===== config.mk =====
export PLATFORM = sky130hd
export DESIGN_NAME = vlmr_ctrl
export DESIGN_NICKNAME = d
export VERILOG_FILES = /design/src/hw/rtl/vlmr_pkg.sv /design/src/hw/rtl/vlmr_ctrl.sv
export SDC_FILE = /design/constraint.sdc
export NUM_CORES = 1
export LEC_CHECK = 0
export BUFFER_PORTS_ARGS = -buffer_cell sky130_fd_sc_hd__buf_4
export CORE_AREA = 2 2 39 41
export DETAILED_ROUTE_END_ITERATION = 10
export DIE_AREA = 0 0 41 43
export HOLD_SLACK_MARGIN = 0.08
export PLACE_DENSITY = 0.59
export REMOVE_ABC_BUFFERS = 1
export SETUP_SLACK_MARGIN = 0.05
export SYNTH_ARGS = -nofsm -noshare
export SYNTH_HDL_FRONTEND = slang
export SYNTH_SLANG_ARGS = --single-unit

===== constraint.sdc =====
create_clock -name clk -period 1.4 [get_ports clk]
set_input_delay 0.28 -clock clk [delete_from_list [all_inputs] [get_ports clk]]
set_output_delay 0.28 -clock clk [all_outputs]
set_load 0.01 [all_outputs]

===== src/hw/rtl/vlmr_pkg.sv =====
// Shared constants, codes and controller/datapath interface types of the mailbox ring.
package vlmr_pkg;

    localparam int DEF_SLOTS          = 16;
    localparam int DEF_MAX_ITEM_BYTES = 255;

    localparam int PADDR_W   = 3;
    localparam int S_TDATA_W = 40;
    localparam int M_TDATA_W = 48;
    localparam int STATUS_W  = 3;

    localparam int REG_SLOT_COUNT = 0;
    localparam int REG_SLOT_BYTES = 1;

    localparam logic CMD_SEND = 1'b0;
    localparam logic CMD_RECV = 1'b1;

    localparam logic [STATUS_W-1:0] ST_OK          = 3'd0;
    localparam logic [STATUS_W-1:0] ST_BAD_LENGTH  = 3'd1;
    localparam logic [STATUS_W-1:0] ST_FULL        = 3'd2;
    localparam logic [STATUS_W-1:0] ST_EVT_REFUSED = 3'd3;
    localparam logic [STATUS_W-1:0] ST_EMPTY       = 3'd4;

    localparam logic [8:0] SEND_COUNT_MAX = 9'd511;

    typedef struct packed {
        logic load_in;
        logic prep;
        logic send;
        logic len_load;
        logic emit_empty;
        logic issue;
        logic emit_zero;
        logic emit_word;
    } vlmr_cmd_t;

    typedef struct packed {
        logic is_recv;
        logic is_last;
        logic ring_empty;
        logic len_zero;
        logic word_last;
        logic out_free;
    } vlmr_stat_t;

endpackage


===== src/hw/rtl/vlmr_ctrl.sv =====
// Controller state machine that sequences send, length lookup and word readout.
module vlmr_ctrl (
    input  logic                 clk,
    input  logic                 rst_n,
    input  logic                 in_valid,
    output logic                 in_ready,
    input  vlmr_pkg::vlmr_stat_t stat,
    output vlmr_pkg::vlmr_cmd_t  cmd
);

    localparam logic [2:0] S_IDLE   = 3'd0;
    localparam logic [2:0] S_PREP   = 3'd1;
    localparam logic [2:0] S_SEND   = 3'd2;
    localparam logic [2:0] S_RLEN   = 3'd3;
    localparam logic [2:0] S_RISSUE = 3'd4;
    localparam logic [2:0] S_RDATA  = 3'd5;

    logic [2:0] state_reg;
    logic [2:0] state_next;

    assign in_ready = (state_reg == S_IDLE);

    always_comb
    begin
        cmd        = '0;
        state_next = state_reg;
        unique case (state_reg)
            S_IDLE:
            begin
                if (in_valid)
                begin
                    cmd.load_in = 1'b1;
                    state_next  = S_PREP;
                end
            end
            S_PREP:
            begin
                cmd.prep   = 1'b1;
                state_next = stat.is_recv ? S_RLEN : S_SEND;
            end
            S_SEND:
            begin
                if (!stat.is_last || stat.out_free)
                begin
                    cmd.send   = 1'b1;
                    state_next = S_IDLE;
                end
            end
            S_RLEN:
            begin
                if (stat.ring_empty)
                begin
                    if (stat.out_free)
                    begin
                        cmd.emit_empty = 1'b1;
                        state_next     = S_IDLE;
                    end
                end
                else
                begin
                    cmd.len_load = 1'b1;
                    state_next   = S_RISSUE;
                end
            end
            S_RISSUE:
            begin
                if (stat.len_zero)
                begin
                    if (stat.out_free)
                    begin
                        cmd.emit_zero = 1'b1;
                        state_next    = S_IDLE;
                    end
                end
                else
                begin
                    cmd.issue  = 1'b1;
                    state_next = S_RDATA;
                end
            end
            S_RDATA:
            begin
                if (stat.out_free)
                begin
                    cmd.emit_word = 1'b1;
                    state_next    = stat.word_last ? S_IDLE : S_RISSUE;
                end
            end
            default:
            begin
                state_next = S_IDLE;
            end
        endcase
    end

    always_ff @(posedge clk or negedge rst_n)
    begin
        if (!rst_n)
        begin
            state_reg <= S_IDLE;
        end
        else
        begin
            state_reg <= state_next;
        end
    end

endmodule


==> results_dict.tcl <==
set metrics [dict create \
    place_hpwl_um 640 \
    first_pass_iteration_count_of_the_detailed_router 4 \
    min-delay-path-class "in -> async" \
    largest_reg_flops 3 \
    grt_util_all_layers 0.159 \
    netlist_area_um2 325 \
    fraction_of_the_mapped_netlist_area_in_simple_logic_gates 0.358 \
    top_ff_cell_synth "sky130_fd_sc_hd__dfrtp_1" \
    max-clock-path-buffers 2 \
    synth_xor_xnor_area_share 0 \
    finalMaxSlewViolations 0 \
    power-per-cell-area_nw_per_um2 1800 \
    maximum_number_of_pins_on_one_net_before_global_route_repair 8 \
    cellInternalPower_mw 0.906 \
    fp.dieW_um 41 \
    clock_latency_on_the_worst_skew_pair_ns 0.23 \
    routed_wire_length_per_instance_um 14.6 \
    final_core_area_utilization 0.590 \
    outcome "complete, but fails checks" \
    drt_wl_total_mm 1.36 \
    groute.layer.met1.usage 0.208 \
    cts.sinks 3 \
    synth_compound_area_frac 0.269 \
    maxCapViolCount 0 \
    synth.top_cells.by_area "sky130_fd_sc_hd__dfrtp_1, sky130_fd_sc_hd__nand2_1, sky130_fd_sc_hd__nor4b_1" \
    netlist_instances 39 \
    pin_slew_with_the_least_headroom_to_its_limit_ns 0.241 \
    globalplace.congestion 0.776 \
    timing.final.hold_violations 0 \
    antenna-diode-count 0 \
    global_route_wire_length_before_repair_mm 1.93 \
    port_buffers 17 \
    antenna_left 0 \
    grt_setup_unrepaired "true" \
    synthesis.area_per_instance_um2 8.34 \
    dominant_combinational_cell_family_by_area_after_synthesis "simple AND/OR/NAND/NOR gates" \
    synth_largest_type_area_fraction 0.231 \
    numCtsBuffers 3 \
    antenna_found_initial 0 \
    synthMuxAreaShare 0.0462 \
    drive_gt1_frac 0.766 \
    async_flop_share 1.00 \
    r2r_setup_slack_ns 0 \
    critPathRequiredTime_ns 1.12 \
    ios 18 \
    clkPwrFrac 0.100 \
    share_comb_of_total_power 0.775 \
    portion_of_total_power_attributed_to_sequential_cells 0.125 \
    stdcell_count 93 \
    detail_route.iter0.violations 11 \
    core_area_um2 1380 \
    grt_pass1_vias 446 \
    area.growth.synth_to_final_pct 151 \
    initial_utilization 0.235 \
    setup-tns-final_ns -0.702 \
    post_synth_num_cell_types 25 \
    final.period_utilization 1.09 \
    critical_path.max_fanout 3 \
    drcViolationCount 0 \
    number_of_enable_type_register_cells_in_the_synthesized_netlist 0 \
    ys_seq_area_frac 0.231 \
    clock_tree.htree_level_count 1 \
    worst_clock_skew_ns 0.00140 \
    globalRouteOverflowTotal 0 \
    detail_route.vias_per_cell 4.95 \
    fin_worst_hold_slack_ns 0.388 \
    power.switching_fraction 0.383 \
    placement_rows 14 \
    cellLeakagePower_nw 0.368 \
    critPathCaptureType "output port" \
    final_net_count 87 \
    met3_usage_grt 0.0314 \
    violated_checks "negative setup slack" \
    timing.setup.critical_path_class "reg -> out" \
    path_clk_slew_ns 0.04 \
    route.vias.total 460 \
    synth.largest_area_cell "sky130_fd_sc_hd__dfrtp_1" \
    ys.warnings.count 0 \
    die_y_um 43 \
    tritoncts_clock_tree "done" \
    timing.final.setup_violations 10 \
    clk_root_buf "sky130_fd_sc_hd__clkbuf_4" \
    p_total_mw 1.47 \
    relSlewSlack 0.838 \
    layout_min_cycle_time_ns 1.53 \
    timing.critical_path.from_type "flip-flop" \
    cell_total_after_placement 74 \
    cp_data_arrival_time_ns 1.25 \
    grt.met2_usage 0.253 \
    postSynthRegisterBits 3 \
    timing.final.ws_setup_ns -0.130 \
    global_route.peak_usage_layer "met2" \
    fmax_ghz 0.654 \
    power.ir.vdd_worst_mv 0.606 \
    power_switching_mw 0.563 \
    fp.dieArea_um2 1760 \
    synth_adder_area_share 0 \
]
-- final timing paths --
| check | from | to | depth (start not counted) |
|---|---|---|---|
| worst min register to register | state_reg[2] | state_reg[1] | 3 |
| worst min-delay path | rst_n | state_reg[0] | 2 |
| min in group clk | stat[0] | state_reg[1] | 3 |
| worst max-delay path | state_reg[1] | cmd[7] | 4 |
| worst max register to register | state_reg[0] | state_reg[0] | 5 |
| max in group asynchronous | rst_n | state_reg[2] | 2 |
-- Yosys cell counts (all sizes together), types with 2 or more instances --
cell type and number:
nand2 5, buf 3, dfrtp 3, inv 3, nor3 3, and2 2
nand3b 2, nor2 2, nor4b 2
-- routing by layer --
layer	part of all wire	up-vias
li1	-	220
met3	0.056	0
met4	0	0
met5	0	-
met1	0.35	222
met2	0.60	18
-- what timing repair did --
action / 4_1_cts / 5_1_grt
hold buffers: 1 / 0
hold endpoints to repair: 3 / 0
cloned: 0 / 0
setup buffers: 10 / 4
endpoints found under the setup margin: 10 / 11
pin swaps: 6 / 8
resized for setup: 25 / 13
-- cell usage in the layout (no fill, tap or decap), types with 2 or more instances in the layout --
cell	count
sky130_fd_sc_hd__buf_4	22
sky130_fd_sc_hd__buf_6	12
sky130_fd_sc_hd__nand2_1	3
sky130_fd_sc_hd__clkbuf_4	3
sky130_fd_sc_hd__and2_4	2
sky130_fd_sc_hd__nor3_4	2
sky130_fd_sc_hd__inv_1	2
sky130_fd_sc_hd__nand2_4	2
sky130_fd_sc_hd__nand3b_1	2
sky130_fd_sc_hd__buf_12	2
sky130_fd_sc_hd__dfrtp_2	2
-- cell type report --
| class | count | area [um^2] |
|---|---|---|
| inverter | 3 | 11.3 |
| clock buffer | 4 | 26.3 |
| tap | 16 | 20.0 |
| sequential | 3 | 77.6 |
| timing repair buffer | 37 | 350 |
| fill | 115 | 567 |
| multi-input combinational | 30 | 332 |
-- through the flow --
step           instance area (um^2)  setup WS (ns)
2_1_floorplan                   305        -0.0815
3_3_place_gp                    490         0.0128
3_5_place_dp                    490       -0.00972
4_1_cts                         711        -0.0994
5_1_grt                         817         -0.182
6_report                        817         -0.130
-- cell families after synthesis --
| logic type | after synthesis |
|---|---|
| AOI/OAI and AO/OA | 9 |
| buffers and inverters | 6 |
| DFF | 3 |
| muxes | 1 |
| and+or+nand+nor | 20 |
-- critical path: stages (launching register included) --
cell                      delay, ns
sky130_fd_sc_hd__dfrtp_1       0.42
sky130_fd_sc_hd__buf_4         0.18
sky130_fd_sc_hd__nor3_4        0.17
sky130_fd_sc_hd__and2_4        0.16
sky130_fd_sc_hd__buf_6         0.09
-- power by group through the flow --
stage               Sequential (mW)  Combinational [mW]  Clock, mW
global placement              0.202               0.527          0
floorplan                     0.199               0.270          0
finish                        0.183                1.14      0.147
CTS                           0.182               0.920      0.150
detailed placement            0.203               0.526          0
global route                  0.187                1.21      0.160
No activity file was read; power rests on OpenSTA's default activity.
