File: config.mk
export PLATFORM = sky130hd
export DESIGN_NAME = vlmr_regs
export DESIGN_NICKNAME = d
export VERILOG_FILES = /design/src/hw/rtl/vlmr_pkg.sv /design/src/hw/rtl/vlmr_regs.sv
export SDC_FILE = /design/constraint.sdc
export NUM_CORES = 1
export LEC_CHECK = 0
export ABC_AREA = 1
export BUFFER_PORTS_ARGS = -buffer_cell sky130_fd_sc_hd__buf_2
export CAP_MARGIN = 20
export CELL_PAD_IN_SITES_DETAIL_PLACEMENT = 0
export CELL_PAD_IN_SITES_GLOBAL_PLACEMENT = 1
export CORE_UTILIZATION = 25
export DETAILED_ROUTE_END_ITERATION = 10
export PLACE_DENSITY_LB_ADDON = 0.1
export SLEW_MARGIN = 20
export SYNTH_ARGS = -nofsm -noshare
export SYNTH_HDL_FRONTEND = slang
export SYNTH_SLANG_ARGS = --single-unit
export TNS_END_PERCENT = 10
File: constraint.sdc
create_clock -name clk -period 1.4 [get_ports clk]
set_clock_uncertainty 0.05 [all_clocks]
set_input_delay 0.07 -clock clk [delete_from_list [all_inputs] [get_ports clk]]
set_output_delay 0.07 -clock clk [all_outputs]
set_load 0.02 [all_outputs]
File: src/hw/rtl/vlmr_pkg.sv
// Shared constants, codes and controller/datapath interface types of the mailbox ring.
package vlmr_pkg;

    localparam int DEF_SLOTS          = 16;
    localparam int DEF_MAX_ITEM_BYTES = 255;

    localparam int PADDR_W   = 3;
    localparam int S_TDATA_W = 40;
    localparam int M_TDATA_W = 48;
    localparam int STATUS_W  = 3;

    localparam int REG_SLOT_COUNT = 0;
    localparam int REG_SLOT_BYTES = 1;

    localparam logic CMD_SEND = 1'b0;
    localparam logic CMD_RECV = 1'b1;

    localparam logic [STATUS_W-1:0] ST_OK          = 3'd0;
    localparam logic [STATUS_W-1:0] ST_BAD_LENGTH  = 3'd1;
    localparam logic [STATUS_W-1:0] ST_FULL        = 3'd2;
    localparam logic [STATUS_W-1:0] ST_EVT_REFUSED = 3'd3;
    localparam logic [STATUS_W-1:0] ST_EMPTY       = 3'd4;

    localparam logic [8:0] SEND_COUNT_MAX = 9'd511;

    typedef struct packed {
        logic load_in;
        logic prep;
        logic send;
        logic len_load;
        logic emit_empty;
        logic issue;
        logic emit_zero;
        logic emit_word;
    } vlmr_cmd_t;

    typedef struct packed {
        logic is_recv;
        logic is_last;
        logic ring_empty;
        logic len_zero;
        logic word_last;
        logic out_free;
    } vlmr_stat_t;

endpackage

File: src/hw/rtl/vlmr_regs.sv
// APB configuration registers: slot count and slot size, with saturation on write.
module vlmr_regs #(
    parameter int SLOTS          = vlmr_pkg::DEF_SLOTS,
    parameter int MAX_ITEM_BYTES = vlmr_pkg::DEF_MAX_ITEM_BYTES,
    parameter int SCW            = 5
) (
    input  logic                         clk,
    input  logic                         rst_n,
    input  logic                         psel,
    input  logic                         penable,
    input  logic                         pwrite,
    input  logic [vlmr_pkg::PADDR_W-1:0] paddr,
    input  logic [31:0]                  pwdata,
    output logic [31:0]                  prdata,
    output logic                         pready,
    output logic [SCW-1:0]               slot_count,
    output logic [7:0]                   slot_bytes,
    output logic                         cfg_clear
);

    logic [SCW-1:0] slot_count_reg;
    logic [SCW-1:0] slot_count_next;
    logic [7:0]     slot_bytes_reg;
    logic [7:0]     slot_bytes_next;
    logic           wr_en;
    logic           sel_item;
    logic [4:0]     sc_in;
    logic [7:0]     is_in;
    logic [SCW-1:0] sc_sat;
    logic [7:0]     is_sat;

    assign pready   = 1'b1;
    assign wr_en    = psel && penable && pwrite && pready;
    assign sel_item = (paddr[2] == 1'(vlmr_pkg::REG_SLOT_BYTES));
    assign sc_in    = pwdata[4:0];
    assign is_in    = pwdata[7:0];

    always_comb
    begin
        priority if (sc_in == 5'd0)
        begin
            sc_sat = SCW'(1);
        end
        else if (SCW'(sc_in) > SCW'(SLOTS))
        begin
            sc_sat = SCW'(SLOTS);
        end
        else
        begin
            sc_sat = SCW'(sc_in);
        end

        priority if (is_in == 8'd0)
        begin
            is_sat = 8'd1;
        end
        else if (is_in > 8'(MAX_ITEM_BYTES))
        begin
            is_sat = 8'(MAX_ITEM_BYTES);
        end
        else
        begin
            is_sat = is_in;
        end

        slot_count_next = slot_count_reg;
        slot_bytes_next = slot_bytes_reg;
        if (wr_en)
        begin
            if (sel_item)
            begin
                slot_bytes_next = is_sat;
            end
            else
            begin
                slot_count_next = sc_sat;
            end
        end
    end

    always_ff @(posedge clk or negedge rst_n)
    begin
        if (!rst_n)
        begin
            slot_count_reg <= SCW'(SLOTS);
            slot_bytes_reg <= 8'(MAX_ITEM_BYTES);
        end
        else
        begin
            slot_count_reg <= slot_count_next;
            slot_bytes_reg <= slot_bytes_next;
        end
    end

    assign prdata     = sel_item ? 32'(slot_bytes_reg) : 32'(slot_count_reg);
    assign slot_count = slot_count_reg;
    assign slot_bytes = slot_bytes_reg;
    assign cfg_clear  = wr_en;

endmodule

==> impl_metrics.prom <==
# TYPE chip_impl_metric gauge
chip_impl_metric{name="power_total",unit="mW"} 1.24
chip_impl_metric{name="post-route-period-util",unit="%"} 87.1
chip_impl_info{name="timing.hold.worst.start",value="pwdata[0]"} 1
chip_impl_info{name="startpoint",value="slot_bytes[1]"} 1
chip_impl_info{name="reg2reg_from",value="slot_count[4]"} 1
chip_impl_metric{name="hold_viol_final",unit=""} 0
chip_impl_metric{name="cts_buffer_depth",unit=""} 2
chip_impl_info{name="layout.cells.most_common_list",value="nand2_1 (50), buf_2 (35), conb_1 (25)"} 1
chip_impl_metric{name="fin_setup_tns",unit="ps"} 0
chip_impl_metric{name="post_synth_inst_count",unit=""} 115
chip_impl_metric{name="antennaDiodeCount",unit=""} 0
chip_impl_metric{name="cellPowerDensity",unit="mW/mm^2"} 1100
chip_impl_info{name="worst-setup-path-type",value="flop to output port"} 1
chip_impl_metric{name="drc_errors",unit=""} 0
chip_impl_info{name="tritoncts",value="done"} 1
chip_impl_metric{name="totalWireLength",unit="mm"} 2.04
chip_impl_metric{name="place.gp.congestion",unit=""} 0.738
chip_impl_metric{name="setup_viol",unit=""} 0
chip_impl_metric{name="ys_seq_elements",unit=""} 13
chip_impl_metric{name="post_synth.cell_area_avg",unit="um^2"} 7.87
chip_impl_metric{name="synth-warning-count",unit=""} 0
chip_impl_info{name="netlist_top_cells_area",value="dfstp_2 (26%), buf_4 (21%), nand2_1 (21%), dfrtp_1 (11%), o21ai_2 (2.9%)"} 1
chip_impl_metric{name="tritoncts_num_sinks",unit=""} 13
chip_impl_info{name="final_common_cell",value="nand2_1"} 1
chip_impl_metric{name="critPathMaxFanout",unit=""} 3
chip_impl_metric{name="ys_seq_area_share",unit="%"} 37.2
chip_impl_metric{name="drt_pre_antenna_iters",unit=""} 3
chip_impl_metric{name="crit_arrival",unit="ps"} 1100
chip_impl_metric{name="nNetsFinal",unit=""} 200
chip_impl_info{name="clk_root_buffer_cell",value="clkbuf_4"} 1
chip_impl_metric{name="cts_buffers",unit=""} 3
chip_impl_metric{name="timing_max_transition_violations_final",unit=""} 0
chip_impl_info{name="hold_class",value="input pin to flop"} 1
chip_impl_metric{name="r2r_slack",unit="ps"} 630
chip_impl_metric{name="power.static_leakage",unit="nW"} 0.666
chip_impl_info{name="worst_setup_path_end_kind",value="output port"} 1
chip_impl_metric{name="synthDistinctLibCells",unit=""} 17
chip_impl_metric{name="vias",unit=""} 767
chip_impl_metric{name="clk-insertion-delay-late",unit="ps"} 270
chip_impl_metric{name="synth_largest_type_area_fraction",unit="%"} 26.1
chip_impl_metric{name="drtAntennaViolNets",unit=""} 0
chip_impl_metric{name="time_the_worst_path_needs_with_i_o_delays_and_setup",unit="ps"} 1220
chip_impl_metric{name="i_o_buffers",unit=""} 35
chip_impl_metric{name="nFillCells",unit=""} 368
chip_impl_metric{name="achievable-frequency",unit="GHz"} 0.820
chip_impl_metric{name="grt_overflow_total",unit=""} 0
chip_impl_metric{name="place_hpwl",unit="mm"} 1.55
chip_impl_metric{name="die_x_extent",unit="um"} 62.2
chip_impl_metric{name="numPlacedInstances",unit=""} 194
chip_impl_metric{name="floorplan.core_area",unit="mm^2"} 0.00339
chip_impl_metric{name="grt_first_pass_wirelength",unit="mm"} 3.27
chip_impl_metric{name="ratio_of_cells_with_drive_above_1_in_the_final_layout",unit="%"} 37.1
chip_impl_metric{name="whs",unit="ps"} 54.1
chip_impl_metric{name="area_added_between_synthesis_and_finish",unit="%"} 24.8
chip_impl_metric{name="grt_pass1_vias",unit=""} 666
chip_impl_metric{name="die_h",unit="um"} 62.2
chip_impl_info{name="synth.largest_area_cell",value="dfstp_2"} 1
chip_impl_metric{name="initial_util",unit="%"} 26.7
chip_impl_metric{name="final_cell_count_no_fill",unit=""} 205
chip_impl_metric{name="drt_first_iter_violations",unit=""} 17
chip_impl_metric{name="grt_start_max_net_pins",unit=""} 14
chip_impl_metric{name="avgViaCountPerCell",unit=""} 3.74
chip_impl_metric{name="required_time_at_the_endpoint_of_the_critical_path",unit="ps"} 1280
chip_impl_metric{name="dieArea",unit="mm^2"} 0.00386
chip_impl_metric{name="clk_pin_slew",unit="ps"} 90
chip_impl_metric{name="rows",unit=""} 21
chip_impl_metric{name="post_synthesis_cell_area",unit="um^2"} 905
chip_impl_info{name="status",value="finished clean"} 1
chip_impl_metric{name="htree_num_levels",unit=""} 1
chip_impl_metric{name="post_drt_wl_per_cell",unit="um"} 9.93
chip_impl_metric{name="largest_register_ffs",unit=""} 8
chip_impl_metric{name="initial_antenna_violation_count",unit=""} 0
chip_impl_metric{name="vdd_drop_max",unit="uV"} 296
chip_impl_metric{name="max-cap-violations",unit=""} 0
chip_impl_metric{name="global_route.usage.total",unit="%"} 11.0
chip_impl_info{name="grt_setup_unrepaired",value="false"} 1
chip_impl_info{name="start_kind",value="flop"} 1
chip_impl_metric{name="io_pins",unit=""} 87
[power by group]
group | internal, mW | switching (mW) | total, mW | leakage, nW
logic | 0.149 | 0.325 | 0.473 | 0.504
clock network | 0.110 | 0.131 | 0.242 | 0.0150
registers | 0.477 | 0.0493 | 0.526 | 0.147
total | 0.736 | 0.505 | 1.24 | 0.666
[cells by family after synthesis]
logic type | count (synthesis) | synth area share (%)
and+or+nand+nor | 63 | 33.2
buffers and inverters | 34 | 25.9
other | 2 | 0.830
DFF | 13 | 37.2
AOI/OAI and AO/OA | 3 | 2.91
[routing by layer]
layer  up-vias  part of all wire (%)  GRT usage (%)
li1        386                     -              -
met1       346                    45           14.3
met2        33                    49           17.4
met3         2                   5.0           1.84
met4         0                  0.93           5.23
met5         -                     0              0
[worst paths after layout]
path | to | cells past startpoint
max | prdata[1] | 3
min | slot_bytes[0] | 5
max reg2reg | slot_count[4] | 2
min reg2reg | slot_bytes[1] | 2
max in group asynchronous | slot_bytes[2] | 2
min in group asynchronous | slot_count[1] | 2
[cells in the mapped netlist]
library cell,count
buf_4,25
buf_6,1
clkinv_4,1
conb_1,2
dfrtp_1,4
dfstp_2,9
inv_1,6
inv_2,1
nand2_1,50
nand2_4,1
nand2_8,1
nand3_1,4
nand3_2,1
nand3_4,1
nor2_1,3
nor2_4,2
o21ai_2,3
[what timing repair did]
action / 4_1_cts / 5_1_grt
buffers inserted: 0 / 0
gates resized for setup: 0 / 0
hold buffers: 7 / 0
hold endpoints to repair: 22 / 0
[final cells by class]
| cell class | count | area (um^2) | area share (%) |
|---|---|---|---|
| repair buffers | 43 | 253 | 22.4 |
| inverters | 8 | 35.0 | 3.10 |
| multi-input cells | 91 | 420 | 37.3 |
| clock buffers | 4 | 26.3 | 2.33 |
| flip-flops and latches | 13 | 337 | 29.8 |
| well taps | 46 | 57.6 | 5.10 |
[through the flow]
| stage | cell area (um^2) | utilization (%) | worst slack, ps |
|---|---|---|---|
| 2_1_floorplan | 991 | - | 481 |
| 3_3_place_gp | 1030 | 30.5 | 483 |
| 3_5_place_dp | 1030 | 30.5 | 478 |
| 4_1_cts | 1130 | 33.3 | 161 |
| 5_1_grt | 1130 | 33.3 | 113 |
| 6_report | 1130 | 33.3 | 180 |
[worst max-delay path, cell delays in order, from the launching register on]
cell and delay (ps):
dfstp_2 550, nand2_1 50, nand2_1 70, buf_2 150
Power figures use the tool's default switching activity.
